===== src/rtl/aptq_ram.sv =====
`default_nettype none
module aptq_ram #(
   parameter int WIDTH = 8,
   parameter int DEPTH = 64
) (
   input  wire logic                     clock,
   input  wire logic                     wr_en,
   input  wire logic [$clog2(DEPTH)-1:0] wr_addr,
   input  wire logic [WIDTH-1:0]         wr_data,
   input  wire logic [$clog2(DEPTH)-1:0] rd_addr,
   output logic      [WIDTH-1:0]         rd_data
);
   logic [WIDTH-1:0] mem [DEPTH];

   // one write port, registered read
   always_ff @(posedge clock) begin
      if (wr_en) begin
         mem[wr_addr] <= wr_data;
      end
      rd_data <= mem[rd_addr];
   end
endmodule
`default_nettype wire


===== config.mk =====
export PLATFORM = sky130hd
export DESIGN_NAME = aptq_ram
export DESIGN_NICKNAME = d
export VERILOG_FILES = /design/src/rtl/aptq_ram.sv
export SDC_FILE = /design/constraint.sdc
export NUM_CORES = 1
export LEC_CHECK = 0
export BUFFER_PORTS_ARGS = -buffer_cell sky130_fd_sc_hd__buf_2
export CORE_MARGIN = 3
export CORE_UTILIZATION = 50
export DETAILED_ROUTE_END_ITERATION = 7
export PLACE_DENSITY = 0.66
export SKIP_LAST_GASP = 1
export SLEW_MARGIN = 20
export SYNTH_ARGS = -nofsm -noshare
export SYNTH_HDL_FRONTEND = slang
export SYNTH_SLANG_ARGS = --single-unit

===== constraint.sdc =====
create_clock -name clock -period 2.6 [get_ports clock]
set_input_delay 0.26 -clock clock [delete_from_list [all_inputs] [get_ports clock]]
set_output_delay 0.26 -clock clock [all_outputs]
set_load 0.01 [all_outputs]

== Word-level counts from Yosys, hierarchy flattened ==
Memory sizes are Yosys's and may differ from the RTL's. A register that Yosys moved wholly into a read port is not among the register bits.
Index checks and enable logic that the tools add are counted.

* Multiplexer cells: 2

{| class="wikitable"
|+ Operator list
! kind !! count
|-
| $mux 1 || 2
|}

* Memories kept: 1
* Logic and storage cells: 3
* RAM bits: 512
* Output and inout port bits: 8
* Flip-flop bits (word level): 0

{| class="wikitable"
|+ Memory list
! memory !! words !! width !! rd ports !! clocked after Yosys merged registers in !! wr ports !! RTL line !! text
|-
| mem || 64 || 8 || 1 || 1 || 1 || 13 || <nowiki>logic [WIDTH-1:0] mem [DEPTH];</nowiki>
|}

== Depth between registers and ports, before layout ==
Gate-level depths: netlist of run 1.

* Word-level depth: 2
* Gate-level depth with buffers: 9
* Depth with buffers taken out: 5

== Least setup slack after synthesis of run 1 ==
OpenSTA, ideal clock, no wires.

* Kind: input to register
* From: input rd_addr[1]
* To: register rd_data[3], read port of mem
* Stages: 7
* Required time: 2.472 ns
* Slack: 0.672 ns
* Data arrival time: 1.800 ns
* Path through: buf_4 -> buf_2 -> buf_2 -> mux4_2 -> mux4_2 -> o21ai_1 -> o41ai_1

{| class="wikitable"
|+ RTL lines
! element !! RTL line !! text
|-
| from (decl) || 10 || <nowiki>input wire logic [$clog2(DEPTH)-1:0] rd_addr,</nowiki>
|-
| to (decl) || 11 || <nowiki>output logic [WIDTH-1:0] rd_data</nowiki>
|}

==> run summary, run 1 <==
The run finished with clean final reports. The repair_antennas step left the layout with diodes totalling 0. The clock network accounts for 40.5% of the total power.

The total core area came out at 39,300 um^2. The logs give 10.0k for the number of global-route vias before repair and 2710 ps for the worst endpoint data arrival time. The routed length per placed instance works out to 27.2 um. The die is 207 um wide. The synthesized netlist net count came out at 962. In this run the number of cells on the critical path is 5. The standby leakage power was 7.48 nW.

The smallest clock period supported by the final layout is computed as 2280 ps. For the worst setup path, the data required time is 3040 ps. In this design, the largest share of critical-path delay is due to multiplexers. Counting instances in the post-synthesis netlist gives the leading cell types as 512 x sky130_fd_sc_hd__edfxtp_1, 126 x sky130_fd_sc_hd__mux4_2, 83 x sky130_fd_sc_hd__nor2_1. The depth of the CTS H-tree was 2; the clock transition at the registers of the reported paths was 60 ps.

Cell count of the worst reg-to-reg path: 5. The final hold violation count is 0. The detailed placement HPWL was 28,600 um; the number of vias per cell was 6.02. The die is 207 um tall. Once detail routing completed, the nets flagged for antenna violations numbered 0.

The synthesized design contains 520 register bits. The number of remaining DRC errors was 0. The tightest min-delay check is of the in2reg type. Share of the clock period used by the worst path: 87.6%. For this design, the sink count on the clock tree is 520. In this run, synthesis inferred 512 flip-flops with an integrated enable. In this run, post-CTS repair resized a total of 0 instances. The area growth from synthesis to layout is 15.2%.

Among all cell types in the netlist, the one instantiated most often is sky130_fd_sc_hd__edfxtp_1. In the final layout, flip-flops and latches occupy 15,500 um^2. The run gives 17.2 mW as the total power consumption of the routed design. The signal on the critical path passes through mux4_2 -> mux2_2 -> o221a_2 -> nor3_1 -> o32ai_1. Summing all multi-input logic gate instances after layout gives 4320 um^2. The share of final-layout standard cells stronger than drive strength 1 was 31.9%; the first-pass GRT wire length was 66,600 um. Buffers inserted during clock tree synthesis total 51. The slowest cell on the critical path was sky130_fd_sc_hd__nor3_1. Timing would allow up to 439 MHz. The max-slew violation count came out at 0. The first-pass iteration count of the detailed router was 5; the maximum buffer depth of the clock tree was 3. The share of the Yosys chip area taken by registers is 77.0%. For the pin with the worst max-slew slack, the measured transition is 933 ps. TritonCTS built the clock tree. A synthesized cell averages 21.5 um^2. After detailed placement, the design holds a cell count of 1,554. Maximum number of pins on one net before global-route repair: 65. For this run, asynchronously set or reset flops after synthesis account for 0%.

The largest single stage delay on the critical path is 530 ps. The internal portion of the total power is 13.6 mW. The run gives 0 as the initial antenna violation count. The starting utilization of the core area is 51.3%, and the buffer and inverter count on the worst path is 0. The number of I/O pins came out at 30.

Summed over all layers, the routed wires come to 44,800 um. Clock tree synthesis selected as its root buffer the cell sky130_fd_sc_hd__clkbuf_16. The sequential power share was 54.2%. The number of buffers added on ports came out at 29.

The type of the worst setup path is reg2reg. The fraction of synthesized cell area taken by the top area cell type works out to 76.2%. Ranked by total cell area, the synthesized netlist is headed by sky130_fd_sc_hd__edfxtp_1 76%, sky130_fd_sc_hd__mux4_2 14%, sky130_fd_sc_hd__nor2_1 1.5%, sky130_fd_sc_hd__mux2i_1 1.1%, sky130_fd_sc_hd__dfxtp_1 0.79%. Synthesis handed over a netlist of 940 instances. The logs give 37.8% for the max-slew headroom at the worst pin and 5.3% for the share of power burned in combinational logic.

The floorplan has 72 rows. Across the run, the number of max-cap violations was 0. The total power divided by cell area is 740 nW/um^2, and the worst voltage drop across the vdd grid is 0.639 mV. The number of standard cells in the layout, taps in and fillers out is 1,645, and the largest fanout on the critical path is 1. Of the total power, the share spent switching nets is 20.6%. The logs give 3.54 mW for the switching power of the nets and 0 for the remaining global-route overflow. The worst clock skew on the final layout was 8.98 ps; the number of filler instances in the final layout was 2,868. The tools report the area of the mapped netlist as 20,200 um^2.

The worst setup path is captured at a flop. For this run, the leading register cell type out of synthesis is sky130_fd_sc_hd__edfxtp_1. During synthesis, Yosys emitted a total of 0 warnings. Yosys mapped the design onto 40 distinct sky130hd cell types. Across all layers, the routed design uses 9,896 vias. Of all cell types, the one taking the most synthesized area is sky130_fd_sc_hd__edfxtp_1.

In this run, post-CTS hold repair placed 0 buffers. Across all register-to-register paths, the minimum setup slack is 320 ps. The hold slack is 106 ps, and the total global routing track utilization is 21.7%. The die covers 42,800 um^2. The run gives 580 ps as the insertion delay to the later sink of the worst-skew pair. Post-CTS timing repair inserted 0 buffers for setup.

The run gives 1,052 as the first-iteration detailed-routing DRC count. Setup total negative slack on the finished layout was measured at 0 ps. The hold path depth was 1. After the last flow step, the layout net total stands at 1,111. Setup violations remaining at the end of the flow were counted as 0. Setup repair after global routing left no endpoint under its margin.

At the end of routability-driven placement, the weighted congestion stood at 0.845. The startpoint type of the worst setup path was a flop.
cell families after synthesis:
group / after synthesis / synth area share [%]
muxes: 162 / 15.9
and+or+nand+nor: 153 / 3.39
DFF: 520 / 77.0
buffers and inverters: 51 / 1.57
AOI/OAI and AO/OA: 54 / 2.07
power by group through the flow:
stage / Clock, mW / Sequential (mW) / Combinational (mW)
after floorplan: 0 / 9.48 / 0.494
after global placement: 0 / 9.49 / 0.902
after detailed placement: 0 / 9.49 / 0.914
after CTS: 7.10 / 9.31 / 0.918
after global routing: 7.41 / 9.31 / 0.970
final: 6.96 / 9.31 / 0.907
per-layer routing:
metal / part of all wire, % / track usage, %
met4: 3.0 / 6.53
met3: 7.2 / 4.39
met1: 41 / 31.5
met5: 0 / 0
met2: 48 / 33.9
flip-flops by register name, summed over array words and instances (netlist names):
name / flops
rd_data: 8
mem: 512
layout make-up:
type                            instances  share of cell area [%]
Sequential cell                       520                    66.9
Multi-Input combinational cell        369                    18.6
Clock buffer                           60                    5.82
Timing Repair Buffer                  147                    4.93
Tap cell                              518                    2.79
Clock inverter                         31                   0.975
stage by stage:
step                utilization, %  setup WS (ps)  instance area (um^2)
floorplan                        -            672                 20200
global route                  59.1            293                 23200
global placement              55.1          -62.1                 21600
CTS                           59.1            356                 23200
detailed placement            55.1          -33.4                 21600
finish                        59.1            323                 23200
path summary, 6_finish.rpt:
check,startpoint,endpoint
max,mem[21][4],rd_data[4]
min,wr_data[5],mem[59][5]
max reg2reg,mem[21][4],rd_data[4]
min reg2reg,mem[18][0],rd_data[0]
placed cells by master, fill, tap and decap left out, types with 3 or more instances in the layout:
cell	synthesis	routed
sky130_fd_sc_hd__nor2_1	83	83
sky130_fd_sc_hd__a221oi_1	6	6
sky130_fd_sc_hd__buf_12	2	8
sky130_fd_sc_hd__nand3b_1	3	3
sky130_fd_sc_hd__a211oi_1	4	4
sky130_fd_sc_hd__nand2b_1	7	7
sky130_fd_sc_hd__bufinv_16	0	3
sky130_fd_sc_hd__clkbuf_16	0	53
sky130_fd_sc_hd__clkinv_1	0	13
sky130_fd_sc_hd__mux4_2	126	126
sky130_fd_sc_hd__o22ai_1	8	8
sky130_fd_sc_hd__buf_2	11	26
sky130_fd_sc_hd__o2111ai_1	3	3
sky130_fd_sc_hd__mux2_2	13	13
sky130_fd_sc_hd__nand2_1	19	19
sky130_fd_sc_hd__nor2b_1	14	14
sky130_fd_sc_hd__nor3_1	7	7
sky130_fd_sc_hd__clkinvlp_4	0	5
sky130_fd_sc_hd__a21oi_1	3	3
sky130_fd_sc_hd__edfxtp_1	512	512
sky130_fd_sc_hd__clkinv_2	0	10
sky130_fd_sc_hd__a22oi_1	3	3
sky130_fd_sc_hd__buf_4	13	112
sky130_fd_sc_hd__nand3_1	13	13
sky130_fd_sc_hd__clkbuf_1	17	7
sky130_fd_sc_hd__o2bb2ai_1	3	3
sky130_fd_sc_hd__o221ai_1	8	8
sky130_fd_sc_hd__dfxtp_1	8	8
sky130_fd_sc_hd__mux2i_1	23	23
Note: power is estimated with default switching activity, not from simulation.
==> run 2: changes to the inputs <==
Settings changed: BUFFER_PORTS_ARGS -buffer_cell sky130_fd_sc_hd__buf_2 to unset, DONT_BUFFER_PORTS set to 1, PLACE_DENSITY 0.66 to 0.65.
==> run 2 against run 1 <==
Critical path depth stayed put; register-to-register slack worse by 290 ps; flip-flop and latch count stayed put; clock-buffer cell count is 15 higher; worst hold slack worse by 78 ps; first-iteration DRC count is 5.4% higher; cell count is 3.7% lower; global-route usage hardly changed; via count is 2.6% lower; sequential power hardly changed.
==> run summary, run 2 (synthesis results as in run 1) <==
The flow ran to the end, and the final reports show no timing, DRC or antenna violations. The type of the worst setup path was reg2reg. Entering global routing, the biggest net connects 138 pins.

The path class of the lowest-slack min-delay path was in2reg. TritonCTS built the clock tree. The largest fanout on the critical path works out to 1. For the pin with the worst max-slew slack, the measured transition is 1060 ps. The logs give 4320 um^2 for the footprint of the multi-input gates and 1,047 for the final net count.

The congestion estimate from routability-driven global placement came to 0.778. The number of global-route vias before repair was 9,710; the cell count of the worst reg-to-reg path was 5. The total power consumption of the routed design is 17.2 mW, and the number of filler instances in the final layout is 2,889.

The share of power burned in combinational logic is 3.8%. The tools report the launch instance of the worst register-to-register path as mem[3][3]. The final critical path takes up 98.7% of the cycle. Before CTS, the worst setup slack after placement is 262 ps. The critical path ends at rd_data[3].

The via count of the routed design is 9,635. The total global routing track utilization came out at 21.7%. Counting every sink on the clock net gives 520. The routed length per placed instance came out at 28.3 um.

The worst register-to-register path has a setup slack of 30 ps. Compared with the post-synthesis result, the final layout area differs by 13.7%. Per report_power, the sequential group accounts for 54.1% of the total.

The logs give 1,478 for the number of placed cells counting well taps and 42.1% for the power share of the clock group. The die covers 42,800 um^2. The most common cell after layout, fill and taps aside is sky130_fd_sc_hd__edfxtp_1. Setup repair after global routing left no endpoint under its margin. The final hold violation count was 0.

Critical register-to-register path endpoint: rd_data[3]. The run gives 17.1 ps as the worst clock skew on the final layout. The startpoint type of the worst setup path was a flop. Clock transition at the registers of the reported paths: 60 ps. During I/O placement, the number of pins put on the boundary was 30.

Derived from the worst setup path, the maximum achievable clock frequency is 390 MHz. The logs give 0 for the initial antenna violation count and 7.26 nW for the standby leakage power. Once detail routing completed, the nets flagged for antenna violations numbered 0.

The number of vias per cell was 6.08. The number of buffers inserted to repair setup after CTS came out at 0. For the antenna cell count, the log shows 0. The max-slew violation count came out at 0.

Internal power comes to 13.9 mW. With fillers left out, the area of the finished cells amounts to 22,900 um^2. The floorplan has 72 rows.

Worst voltage drop across the vdd grid: 0.383 mV. The HPWL after detailed placement is 25,600 um. The worst pin sits at a relative slew slack of 29.4%.

The final layout contains routed wiring with a total length of 44,900 um. The run gives 3060 ps as the required time reported for the critical path endpoint. The tools report the switching power of the nets as 3.34 mW. Setup TNS: 0 ps. Max-cap violations in this run came to 0. The sequential cell area came out at 15,500 um^2.

First-pass iteration count of the detailed router: 5. The vertical die dimension is 207 um. In this run, the number of DRC markers left after iteration 0 of detailed routing was 1,109. In the routed design, unresolved DRC markers number 0. The logs give 0 for the count of endpoints failing setup in the final report and 66,500 um for the first-pass GRT wire length. Buffers inserted to repair hold after CTS numbered 12.

The initial utilization of the core area, before any placement, comes to 51.3%. The floorplan die width was 207 um. In this run the number of H-tree levels came out at 2.

The flip-flop count of the largest register after layout was 512; the total core area was 39,300 um^2. The largest registers in the layout are mem (512), rd_data (8). The finished layout holds 1,584 standard cells, fillers aside. Register bank with the most flops: mem. Cells with a size suffix above 1 make up 27.3% of the layout. The most critical setup path has its startpoint at mem[3][3]. Input and output buffers added on the ports amount to 0. For the final setup slack of the worst path, the log shows 33.0 ps. In this run the power density over the cells is 751 nW/um^2.

Summing all placed instances gives a cell area of 21,000 um^2. For the insertion delay to the later sink of the worst-skew pair, the log shows 570 ps. The remaining global-route overflow is 0, and the worst endpoint data arrival time is 3020 ps. The clock period could shrink to 2570 ps.

In this run the deepest clock path goes through 3 buffers. Net switching is 19.4% of the power. The number of clock buffers added by TritonCTS is 51. Leaving out fill and tap cells, the most frequent cells in the layout are 512 x sky130_fd_sc_hd__edfxtp_1, 126 x sky130_fd_sc_hd__mux4_2, 83 x sky130_fd_sc_hd__nor2_1, 71 x sky130_fd_sc_hd__buf_4, 51 x sky130_fd_sc_hd__clkbuf_16. Cell chosen for the clock root: sky130_fd_sc_hd__clkbuf_16.

The worst setup path is captured at a flop. Post-CTS repair changed the size of 0 cells.
run 2: cell count changes in the layout (fill, tap and decap cells not counted), sizes merged:
cell | previous run | this run
buf | 146 | 79
clkinvlp | 5 | 0
dlygate4sd3 | 0 | 4
clkinv | 23 | 13
inv | 0 | 1
bufinv | 3 | 5
clkbuf | 61 | 75
run 2: metal layers:
metal | vias up | global-route usage, % | wire [um]
li1 | 4095 | - | -
met1 | 5098 | 32.1 | 19100
met2 | 371 | 34.2 | 21600
met3 | 71 | 4.05 | 3320
met4 | 0 | 5.25 | 907
met5 | - | 0 | 0
run 2: worst min-delay path by stage:
stage	from	to	slack [ps]	cells past startpoint
global placement	wr_data[4]	mem[32][4]	360	0
CTS	rd_addr[4]	rd_data[2]	6	3
floorplan	wr_data[0]	mem[0][0]	360	0
finish	rd_addr[4]	rd_data[0]	30	2
global route	rd_addr[4]	rd_data[1]	1	2
detailed placement	wr_data[4]	mem[32][4]	360	0
run 2: per-stage QoR:
stage | hold WS [ps] | util [%]
global route | 0.972 | 58.4
global placement | 364 | 53.5
CTS | 6.07 | 58.4
floorplan | 359 | -
detailed placement | 364 | 53.5
finish | 28.2 | 58.4
run 2: power groups by stage:
stage          sequential, mW  combinational, mW  clock (mW)
6_report                 9.32              0.663        7.24
5_1_grt                  9.32              0.700        7.70
4_1_cts                  9.32              0.668        7.35
3_5_place_dp             9.50              0.485           0
3_3_place_gp             9.50              0.481           0
2_1_floorplan            9.48              0.494           0
run 2: cell type report:
cell class | instances | share of cell area (%)
Sequential cell | 520 | 67.7
Multi-Input combinational cell | 369 | 18.8
Clock buffer | 75 | 6.22
Timing Repair Buffer | 83 | 3.46
Tap cell | 518 | 2.83
Clock inverter | 19 | 0.949
run 2: critical path: stages, from the launching register on:
cell and delay, ps:
sky130_fd_sc_hd__edfxtp_1 360, sky130_fd_sc_hd__mux4_2 460, sky130_fd_sc_hd__nor2b_1 130, sky130_fd_sc_hd__a2111oi_0 780
sky130_fd_sc_hd__o41ai_1 150, sky130_fd_sc_hd__dlygate4sd3_1 590
